===== config.mk =====
export PLATFORM = sky130hd
export DESIGN_NAME = rational_add_multiply_reduce_top
export DESIGN_NICKNAME = d
export VERILOG_FILES = /design/src/hw/rtl/ramr_pkg.sv /design/src/hw/rtl/ramr_divider.sv /design/src/hw/rtl/rational_add_multiply_reduce_top.sv
export SDC_FILE = /design/constraint.sdc
export NUM_CORES = 2
export LEC_CHECK = 0
export ABC_AREA = 1
export BUFFER_PORTS_ARGS = -buffer_cell sky130_fd_sc_hd__buf_2
export CAP_MARGIN = 0
export CORE_UTILIZATION = 55
export DETAILED_ROUTE_END_ITERATION = 12
export PLACE_DENSITY = 0.73
export RECOVER_POWER = 50
export SLEW_MARGIN = 0
export SYNTH_ARGS = -nofsm -noshare
export SYNTH_HDL_FRONTEND = slang
export SYNTH_SLANG_ARGS = --single-unit

===== constraint.sdc =====
create_clock -name clock -period 16 [get_ports clock]
set_input_delay 3.2 -clock clock [delete_from_list [all_inputs] [get_ports clock]]
set_output_delay 3.2 -clock clock [all_outputs]
set_load 0.03 [all_outputs]

===== src/hw/rtl/ramr_pkg.sv =====
package ramr_pkg;

   localparam int unsigned WIDE_W = 64;

   typedef enum logic [1:0] {
      STATUS_OK       = 2'd0,
      STATUS_ZERO_DEN = 2'd1,
      STATUS_OVERFLOW = 2'd2
   } status_type;

   typedef enum logic [3:0] {
      ST_IDLE,
      ST_MUL1,
      ST_MUL2,
      ST_MUL3,
      ST_CHECK,
      ST_GCD_START,
      ST_GCD_DIV,
      ST_GCD_NEXT,
      ST_QN_START,
      ST_QN_DIV,
      ST_QD_START,
      ST_QD_DIV,
      ST_OUT
   } state_type;

   typedef struct packed {
      logic start;
      logic busy;
      logic done;
   } div_ctl_type;

endpackage


===== src/hw/rtl/ramr_divider.sv =====
module ramr_divider (
   input  logic                              clock,
   input  logic                              reset,
   input  logic                              start,
   input  logic [ramr_pkg::WIDE_W-1:0]       dividend,
   input  logic [ramr_pkg::WIDE_W-1:0]       divisor,
   output ramr_pkg::div_ctl_type             ctl,
   output logic [ramr_pkg::WIDE_W-1:0]       quotient,
   output logic [ramr_pkg::WIDE_W-1:0]       remainder
);
   import ramr_pkg::*;

   localparam int unsigned CNT_W = $clog2(WIDE_W);

   logic [WIDE_W-1:0] quo_ff, quo_in;
   logic [WIDE_W-1:0] rem_ff, rem_in;
   logic [WIDE_W-1:0] dvs_ff, dvs_in;
   logic [CNT_W-1:0]  cnt_ff, cnt_in;
   logic              busy_ff, busy_in;
   logic              done_ff, done_in;
   logic [WIDE_W:0]   trial;
   logic [WIDE_W:0]   diff;

   always_comb begin
      quo_in  = quo_ff;
      rem_in  = rem_ff;
      dvs_in  = dvs_ff;
      cnt_in  = cnt_ff;
      busy_in = busy_ff;
      done_in = 1'b0;
      trial   = {rem_ff, quo_ff[WIDE_W-1]};
      diff    = trial - {1'b0, dvs_ff};
      if (start) begin
         quo_in  = dividend;
         rem_in  = '0;
         dvs_in  = divisor;
         cnt_in  = '0;
         busy_in = 1'b1;
      end else if (busy_ff) begin
         if (!diff[WIDE_W]) begin
            rem_in = diff[WIDE_W-1:0];
            quo_in = {quo_ff[WIDE_W-2:0], 1'b1};
         end else begin
            rem_in = trial[WIDE_W-1:0];
            quo_in = {quo_ff[WIDE_W-2:0], 1'b0};
         end
         cnt_in = cnt_ff + 1'b1;
         if (cnt_ff == CNT_W'(WIDE_W - 1)) begin
            busy_in = 1'b0;
            done_in = 1'b1;
         end
      end
   end

   always_ff @(posedge clock) begin
      quo_ff <= quo_in;
      rem_ff <= rem_in;
      dvs_ff <= dvs_in;
      cnt_ff <= cnt_in;
      if (reset) begin
         busy_ff <= 1'b0;
         done_ff <= 1'b0;
      end else begin
         busy_ff <= busy_in;
         done_ff <= done_in;
      end
   end

   assign ctl.start = start;
   assign ctl.busy  = busy_ff;
   assign ctl.done  = done_ff;
   assign quotient  = quo_ff;
   assign remainder = rem_ff;

endmodule


===== src/hw/rtl/rational_add_multiply_reduce_top.sv =====
// Rational add or multiply with reduction to lowest terms. One request is taken
// at a time; req_tready is low while it is worked on. Products are formed on a
// single 32x32 signed multiplier, one per cycle, then the gcd is found by
// Euclid's algorithm where each remainder uses one pass of a shared
// restoring divider, and two more passes divide numerator and denominator.
// Zero denominator, overflow and zero numerator skip the gcd and the divider
// passes and go from the check straight to the output state. The result
// sits in an output register until rsp_tready takes it.
module rational_add_multiply_reduce_top #(
   parameter int unsigned OPERAND_WIDTH = 32
) (
   input  logic         clock,
   input  logic         reset,
   input  logic         req_tvalid,
   output logic         req_tready,
   input  logic [127:0] req_tdata,  // first_num, first_den, second_num, second_den
   input  logic         req_tuser,  // req_type
   output logic         rsp_tvalid,
   input  logic         rsp_tready,
   output logic [127:0] rsp_tdata,  // result_num, result_den, zero pad
   output logic [1:0]   rsp_tuser   // status
);
   import ramr_pkg::*;

   localparam int unsigned OW = OPERAND_WIDTH;

   state_type state_ff, state_in;

   logic              mul_ff;
   logic signed [31:0] n1_ff, d1_ff, n2_ff, d2_ff;
   logic signed [63:0] p_ff, q_ff, den_ff;
   logic [WIDE_W-1:0] x_ff, y_ff, nm_ff, dm_ff;
   logic              neg_ff;
   logic signed [63:0] rnum_ff;
   logic [62:0]       rden_ff;
   status_type        stat_ff;
   logic              out_valid_ff;

   logic signed [31:0] ma, mb;
   logic signed [63:0] prod;
   logic signed [64:0] sum;
   logic [WIDE_W-1:0]  dvd, dvs, quo, rem;
   div_ctl_type        dctl;
   logic               dstart;

   function automatic logic signed [31:0] sext(input logic [31:0] v);
      logic [31:0] r;
      r = v;
      for (int i = 0; i < 32; i++) begin
         if (i >= OW) r[i] = v[OW-1];
      end
      return r;
   endfunction

   function automatic logic [63:0] mag(input logic signed [63:0] v);
      return v[63] ? 64'(-v) : 64'(v);
   endfunction

   always_comb begin
      ma = n1_ff;
      mb = n2_ff;
      case (state_ff)
         ST_MUL1: begin ma = d1_ff; mb = d2_ff; end
         ST_MUL2: begin ma = n1_ff; mb = mul_ff ? n2_ff : d2_ff; end
         ST_MUL3: begin ma = n2_ff; mb = d1_ff; end
         default: begin ma = n1_ff; mb = n2_ff; end
      endcase
   end
   assign prod = ma * mb;
   assign sum  = {p_ff[63], p_ff} + {q_ff[63], q_ff};

   always_comb begin
      dvd = x_ff;
      dvs = y_ff;
      case (state_ff)
         ST_QN_START: begin dvd = nm_ff; dvs = x_ff; end
         ST_QD_START: begin dvd = dm_ff; dvs = x_ff; end
         default: begin dvd = x_ff; dvs = y_ff; end
      endcase
   end
   assign dstart = (state_ff == ST_GCD_START) || (state_ff == ST_QN_START) ||
                   (state_ff == ST_QD_START);

   ramr_divider u_div (
      .clock     (clock),
      .reset     (reset),
      .start     (dstart),
      .dividend  (dvd),
      .divisor   (dvs),
      .ctl       (dctl),
      .quotient  (quo),
      .remainder (rem)
   );

   always_comb begin
      state_in = state_ff;
      case (state_ff)
         ST_IDLE:      if (req_tvalid && !out_valid_ff) state_in = ST_MUL1;
         ST_MUL1:      state_in = ST_MUL2;
         ST_MUL2:      state_in = mul_ff ? ST_CHECK : ST_MUL3;
         ST_MUL3:      state_in = ST_CHECK;
         ST_CHECK: begin
            if (den_ff == 0 || (!mul_ff && (sum[64] != sum[63]))) state_in = ST_OUT;
            else if ((mul_ff ? p_ff : sum[63:0]) == 0) state_in = ST_OUT;
            else state_in = ST_GCD_NEXT;
         end
         ST_GCD_NEXT:  state_in = (y_ff == 0) ? ST_QN_START : ST_GCD_START;
         ST_GCD_START: state_in = ST_GCD_DIV;
         ST_GCD_DIV:   if (dctl.done) state_in = ST_GCD_NEXT;
         ST_QN_START:  state_in = ST_QN_DIV;
         ST_QN_DIV:    if (dctl.done) state_in = ST_QD_START;
         ST_QD_START:  state_in = ST_QD_DIV;
         ST_QD_DIV:    if (dctl.done) state_in = ST_OUT;
         ST_OUT:       state_in = ST_IDLE;
         default:      state_in = ST_IDLE;
      endcase
   end

   always_comb begin
      req_tready = (state_ff == ST_IDLE) && !out_valid_ff;
      rsp_tvalid = out_valid_ff;
      rsp_tdata  = {1'b0, rden_ff, rnum_ff};
      rsp_tuser  = stat_ff;
   end

   always_ff @(posedge clock) begin
      case (state_ff)
         ST_IDLE: begin
            mul_ff <= req_tuser;
            n1_ff  <= sext(req_tdata[31:0]);
            d1_ff  <= sext(req_tdata[63:32]);
            n2_ff  <= sext(req_tdata[95:64]);
            d2_ff  <= sext(req_tdata[127:96]);
         end
         ST_MUL1: den_ff <= prod;
         ST_MUL2: p_ff   <= prod;
         ST_MUL3: q_ff   <= prod;
         ST_CHECK: begin
            if (den_ff == 0) begin
               rnum_ff <= '0; rden_ff <= '0; stat_ff <= STATUS_ZERO_DEN;
            end else if (!mul_ff && (sum[64] != sum[63])) begin
               rnum_ff <= '0; rden_ff <= '0; stat_ff <= STATUS_OVERFLOW;
            end else begin
               rnum_ff <= '0; rden_ff <= 63'd1; stat_ff <= STATUS_OK;
            end
            x_ff   <= mag(mul_ff ? p_ff : sum[63:0]);
            nm_ff  <= mag(mul_ff ? p_ff : sum[63:0]);
            y_ff   <= mag(den_ff);
            dm_ff  <= mag(den_ff);
            neg_ff <= (mul_ff ? p_ff[63] : sum[63]) != den_ff[63];
         end
         ST_GCD_DIV: if (dctl.done) begin
            x_ff <= y_ff;
            y_ff <= rem;
         end
         ST_QN_DIV: if (dctl.done) rnum_ff <= neg_ff ? 64'(-quo) : quo;
         ST_QD_DIV: if (dctl.done) rden_ff <= quo[62:0];
         default: ;
      endcase
      if (reset) begin
         state_ff     <= ST_IDLE;
         out_valid_ff <= 1'b0;
      end else begin
         state_ff <= state_in;
         if (state_ff == ST_OUT) out_valid_ff <= 1'b1;
         else if (rsp_tready) out_valid_ff <= 1'b0;
      end
   end

   a_ready_idle: assert property (@(posedge clock) disable iff (reset)
      req_tready |-> (state_ff == ST_IDLE && !out_valid_ff))
      else $error("ready outside idle");
   a_out_once: assert property (@(posedge clock) disable iff (reset)
      (state_ff == ST_OUT) |=> out_valid_ff)
      else $error("result not posted");
   a_ok_den: assert property (@(posedge clock) disable iff (reset)
      (rsp_tvalid && stat_ff == STATUS_OK) |-> (rden_ff != 0))
      else $error("zero denominator with ok status");

endmodule

* Word level (Yosys, flattened, before mapping)
Index checks and enable logic that the tools add are counted.
** Word-level totals
- Register bits after elaboration :: 912
** Operators by class
- $mul :: 1
- Eq/ne operators :: 19
- Bitwise logic cells :: 1
- Add/subtract/negate cells :: 6
- Mux-type cells :: 40
- Reductions and logical operators :: 23
** Operators with widths (number)
- $mux W64 :: 11
- $pmux W64 S2 :: 4
- $logic_not A64 Y1 :: 3
- $neg A64 Y64 :: 3
- $pmux W63 S2 :: 1
- $pmux W32 S3 :: 1
- $add A64 B64 Y65 :: 1
- $sub A65 B64 Y65 :: 1
- $mul A32 B32 Y64 :: 1
- $pmux W32 S2 :: 1
- $mux W63 :: 1
- $pmux W4 S12 :: 1
- $mux W32 :: 1
- $mux W4 :: 7
- $eq A4 B4 Y1 const B :: 5
- $eq A4 B3 Y1 const B :: 4
- $mux W1 :: 10
- $reduce_bool A2 Y1 :: 5
- $eq A4 B2 Y1 const B :: 2
- $add A6 B1 Y6 const B :: 1
- $eq A6 B6 Y1 const B :: 1
- $ne A2 B1 Y1 const B :: 3
- $reduce_and A2 Y1 :: 3
- $eq A4 B1 Y1 const B :: 1
- other kinds (12) :: 18

* Logic depth before layout (Yosys ltp)
- Word-level depth :: 6
- Depth in mapped cells :: 43

* By module
A second synthesis with hierarchy kept.
** Second synthesis, totals
- Cells, all modules :: 11038
- Area total of the unflattened synthesis :: 89852.4 um2
** By module, submodules not included
- rational_add_multiply_reduce_top :: cells each 8744, seq. area each 21330.5 um2, times used 1, area an instance 75265.9 um2
- ramr_divider :: cells each 2294, seq. area each 5285.1 um2, times used 1, area an instance 14586.5 um2

* Least setup slack after synthesis
No wires, ideal clock.
- Path kind :: reg2reg
- From :: register state_ff[0]
- To :: register x_ff[0] (enable)
- Arrival :: 11.553 ns
- Setup time :: 0.792 ns
- Buffers on the path :: 1
- Cell stages (with the launch flop) :: 7
- Slack :: 3.655 ns
- Required time :: 15.208 ns
- Cells stage by stage :: dfxtp_1 -> buf_2 -> nor2_1 -> inv_1 -> nor2_1 -> inv_1 -> o21ai_0
** On the way
- Word-level cells in the longest chain between the ends :: 3
** RTL lines
- start, declared :: line rational_add_multiply_reduce_top.sv:27 : state_type state_ff, state_in;
- start signal, assigned :: line rational_add_multiply_reduce_top.sv:164 : state_ff <= state_in;
- $eq A4 B3 Y1 :: line rational_add_multiply_reduce_top.sv:127 : case (state_ff)
- $ne A2 B1 Y1 (no source line) or $reduce_bool A2 Y1 (tied branches)
- $reduce_and A2 Y1 (no source line) *
- end signal, assigned :: line rational_add_multiply_reduce_top.sv:146 : x_ff <= mag(mul_ff ? p_ff : sum[63:0]);
- end signal, assigned :: line rational_add_multiply_reduce_top.sv:153 : x_ff <= y_ff;
- end, declared :: line rational_add_multiply_reduce_top.sv:32 : logic [WIDE_W-1:0] x_ff, y_ff, nm_ff, dm_ff;
Every way passes the cells marked *; elsewhere a longest branch is shown, timed or not.
A chain may end at the register's enable or synchronous reset.

* Final worst setup path
- From :: register state_ff[0]
- To :: register den_ff[56] (data pin)
** On the way
- Word-level cells in the longest chain between the ends :: 3
** RTL lines
- $eq A4 B2 Y1 or $eq A4 B1 Y1 (tied branches) :: line rational_add_multiply_reduce_top.sv:62 : case (state_ff)
- $pmux W32 S3 or $pmux W32 S2 (tied branches) :: line rational_add_multiply_reduce_top.sv:62
- $mul A32 B32 Y64 * :: line rational_add_multiply_reduce_top.sv:69 : assign prod = ma * mb;
- net prod[56] :: line rational_add_multiply_reduce_top.sv:40 : logic signed [63:0] prod;
- end signal, assigned :: line rational_add_multiply_reduce_top.sv:135 : ST_MUL1: den_ff <= prod;
- end, declared :: line rational_add_multiply_reduce_top.sv:31 : logic signed [63:0] p_ff, q_ff, den_ff;
The timed path passes the listed nets; every way through them passes the cells marked *.

==> run summary <==
Main synth FF type -> edfxtp_1
Sequential fraction of the synthesis area -> 0.3061
Congestion Overflow GR -> 0
Netlist Area Pre-Place -> 0.08696 mm2
Chip width -> 399.6 um
Final GP Congestion -> 1.026
Syn Nets -> 11,688
Avg WL per Cell -> 23.27 um
Layout cell share with drive strength beyond 1 -> 0.07179
Clk root buf -> clkbuf_16
Clk sinks -> 912
Syn_area_per_cell -> 8.563 um2
Fin. Hold Viols -> 0
Total CTS buffers -> 98
Post-CTS setup buffers -> 0
Slowest cell on crit path -> fa_1
Status -> finished with violations
Number of global-route vias before repair -> 72,772
Violated checks -> capacitance limit, slew limit
Slew HR -> -1.811
Max Fclk -> 0.07807 GHz
Max Clock Skew -> 92.87 ps
DRT Wirelength -> 290.0 mm
Ports -> 265
WP data arrival -> 13,240 ps
Post-synth top area share -> 0.2883
Starting density of the core -> 0.5554
Pre-antenna DRT Iters -> 8
Initial antenna violation count -> 3
Core ar. -> 0.1566 mm2
Minimum clock period -> 12,810 ps
Critical path peak fanout -> 62
RSZ-0062 raised after global routing -> false
Drt drc -> 0
Clk Latency, worst-skew pair -> 780 ps
CTS tree -> done
Max Root-Sink Buffers -> 3
Setup tns final -> 0 ps
DIE AREA -> 0.1597 mm2
Syn-to-layout area delta -> 7.734%
First-pass GRT wire length -> 436.2 mm
Synth Warn # -> 0
Max Slew Vio Count -> 1,324
Cells after Synth -> 10,155
Max-Cap Viols -> 23
Clock Pin Slew Worst Setup and Hold Paths -> 70 ps
Hold Buf Count CTS -> 0
Iteration-0 DRC Markers -> 7,038
H-tree levels -> 3
CP dominant cell by count -> fa_1
Via count -> 71,112
Vias/cell -> 5.707
EDFF count, synth -> 835
Hpwl dp -> 235.2 mm
Critical Path RT -> 16,430 ps
Hold/Removal Path Class -> flop to flop
CP max stage delay -> 990 ps
Top delay family on crit path -> adder cells
Biggest area consumer among synthesized cells -> edfxtp_1
Final antenna-violating net count -> 0
Die Ht -> 399.6 um
Crit path buf inv count -> 7
Synth Register Bits -> 912
PortBufs -> 263
Worst Path Class, Setup -> flop to flop
Synth area leaders -> edfxtp_1, fa_1, nand2_1
FP Rows -> 145
Asr flop ratio synth -> 0
Most frequent cells after synthesis -> nand2_1, inv_1, fa_1
Final setup vio count -> 0
Largest net degree at the start of global routing -> 89
Cell variety after synth -> 66
NumNets Final -> 11,841
CP Capture Type -> flop
Most numerous cell in the Yosys netlist -> nand2_1
Total GRT Usage -> 0.3671
Worst setup SP type -> flop
# resized after CTS -> 0
Slew @ Worst Pin -> 4216 ps
Post-route clock period utilization -> 0.8005
final timing paths:
check | slack [ps] | to | cells past startpoint | start
worst max-delay path | 3190 | den_ff[56] | 27 | state_ff[0]
worst min-delay path | 450 | dm_ff[0] | 0 | den_ff[0]
worst max register to register | 3190 | den_ff[56] | 27 | state_ff[0]
worst min register to register | 450 | dm_ff[0] | 0 | den_ff[0]
metrics by stage:
stage                     hold WS [ps]  setup slack, ps  cells  instance area (um2)  utilization
after detailed placement         464.6             4316  12266                90680       0.5791
final                            445.6             3191  12461                93680       0.5984
after CTS                        454.8             4224  12450                93850       0.5994
after global placement           460.3             4398  12266                90680       0.5791
after global routing             481.3             3131  12458                93680       0.5983
after floorplan                  448.8             3655  10155                86960            -
per-layer routing:
metal | GRT usage | part of all wire | up-vias
met3 | 0.06178 | 0.086 | 918
met5 | 0 | 0.000062 | -
met2 | 0.6025 | 0.47 | 3698
met1 | 0.4503 | 0.37 | 34498
li1 | - | - | 31996
met4 | 0.2331 | 0.076 | 2
cell usage in the layout, fill, tap and decap left out, types with 9 or more instances in the layout:
master and n:
nand2_1 2359, inv_1 2003, fa_1 1084, nor2_1 1073
edfxtp_1 835, o21ai_0 363, nand3_1 355, a21oi_1 335
ha_1 316, buf_2 244, xor2_1 126, xnor2_1 106
buf_4 100, clkbuf_16 98, o2111ai_1 82, dfxtp_1 77
nor3_1 76, a31oi_1 73, nor4_1 62, clkbuf_1 59
nand4_1 55, nor2_2 39, clkinv_1 38, o21ai_1 37
o21ai_2 34, or2_2 32, a221oi_2 31, nand2_2 30
inv_2 27, o21a_1 27, o21bai_1 16, clkinv_2 16
nor2_4 13, nand3_2 13, a21o_1 12, diode_2 11
nand3b_1 9, clkinvlp_4 9
kinds of logic after synthesis:
logic type	after synthesis	share of synthesized area
AOI/OAI and AO/OA	1069	0.07340
adders and majority gates	1400	0.2950
buffers and inverters	2381	0.1045
and+or+nand+nor	4148	0.1954
other	1	0.00004312
muxes	2	0.0002590
xor gates and xnor gates	242	0.02524
DFF	912	0.3061
registers in the layout, indices dropped and copies added (netlist names), 2 cells and up:
name / count
d1_ff: 32
d2_ff: 32
den_ff: 64
dm_ff: 64
n1_ff: 32
n2_ff: 32
nm_ff: 64
p_ff: 64
q_ff: 64
rden_ff: 63
rnum_ff: 64
rsp_tuser: 2
state_ff: 4
u_div.cnt_ff: 6
u_div.dvs_ff: 64
u_div.quotient: 64
u_div.remainder: 64
x_ff: 64
y_ff: 64
area by class of cell:
type	count	area, um2
sequential	912	26620
fill	13748	62880
multi-input combinational	6862	51470
tap	2058	2575
clock inverter	66	630.6
clock buffer	118	2547
antenna	11	27.53
timing repair buffer	386	2130
inverter	2048	7692
Power is left out: the tool's default activity adds up to more than one toggle a clock period on the data nets, which glitch-free logic cannot reach.
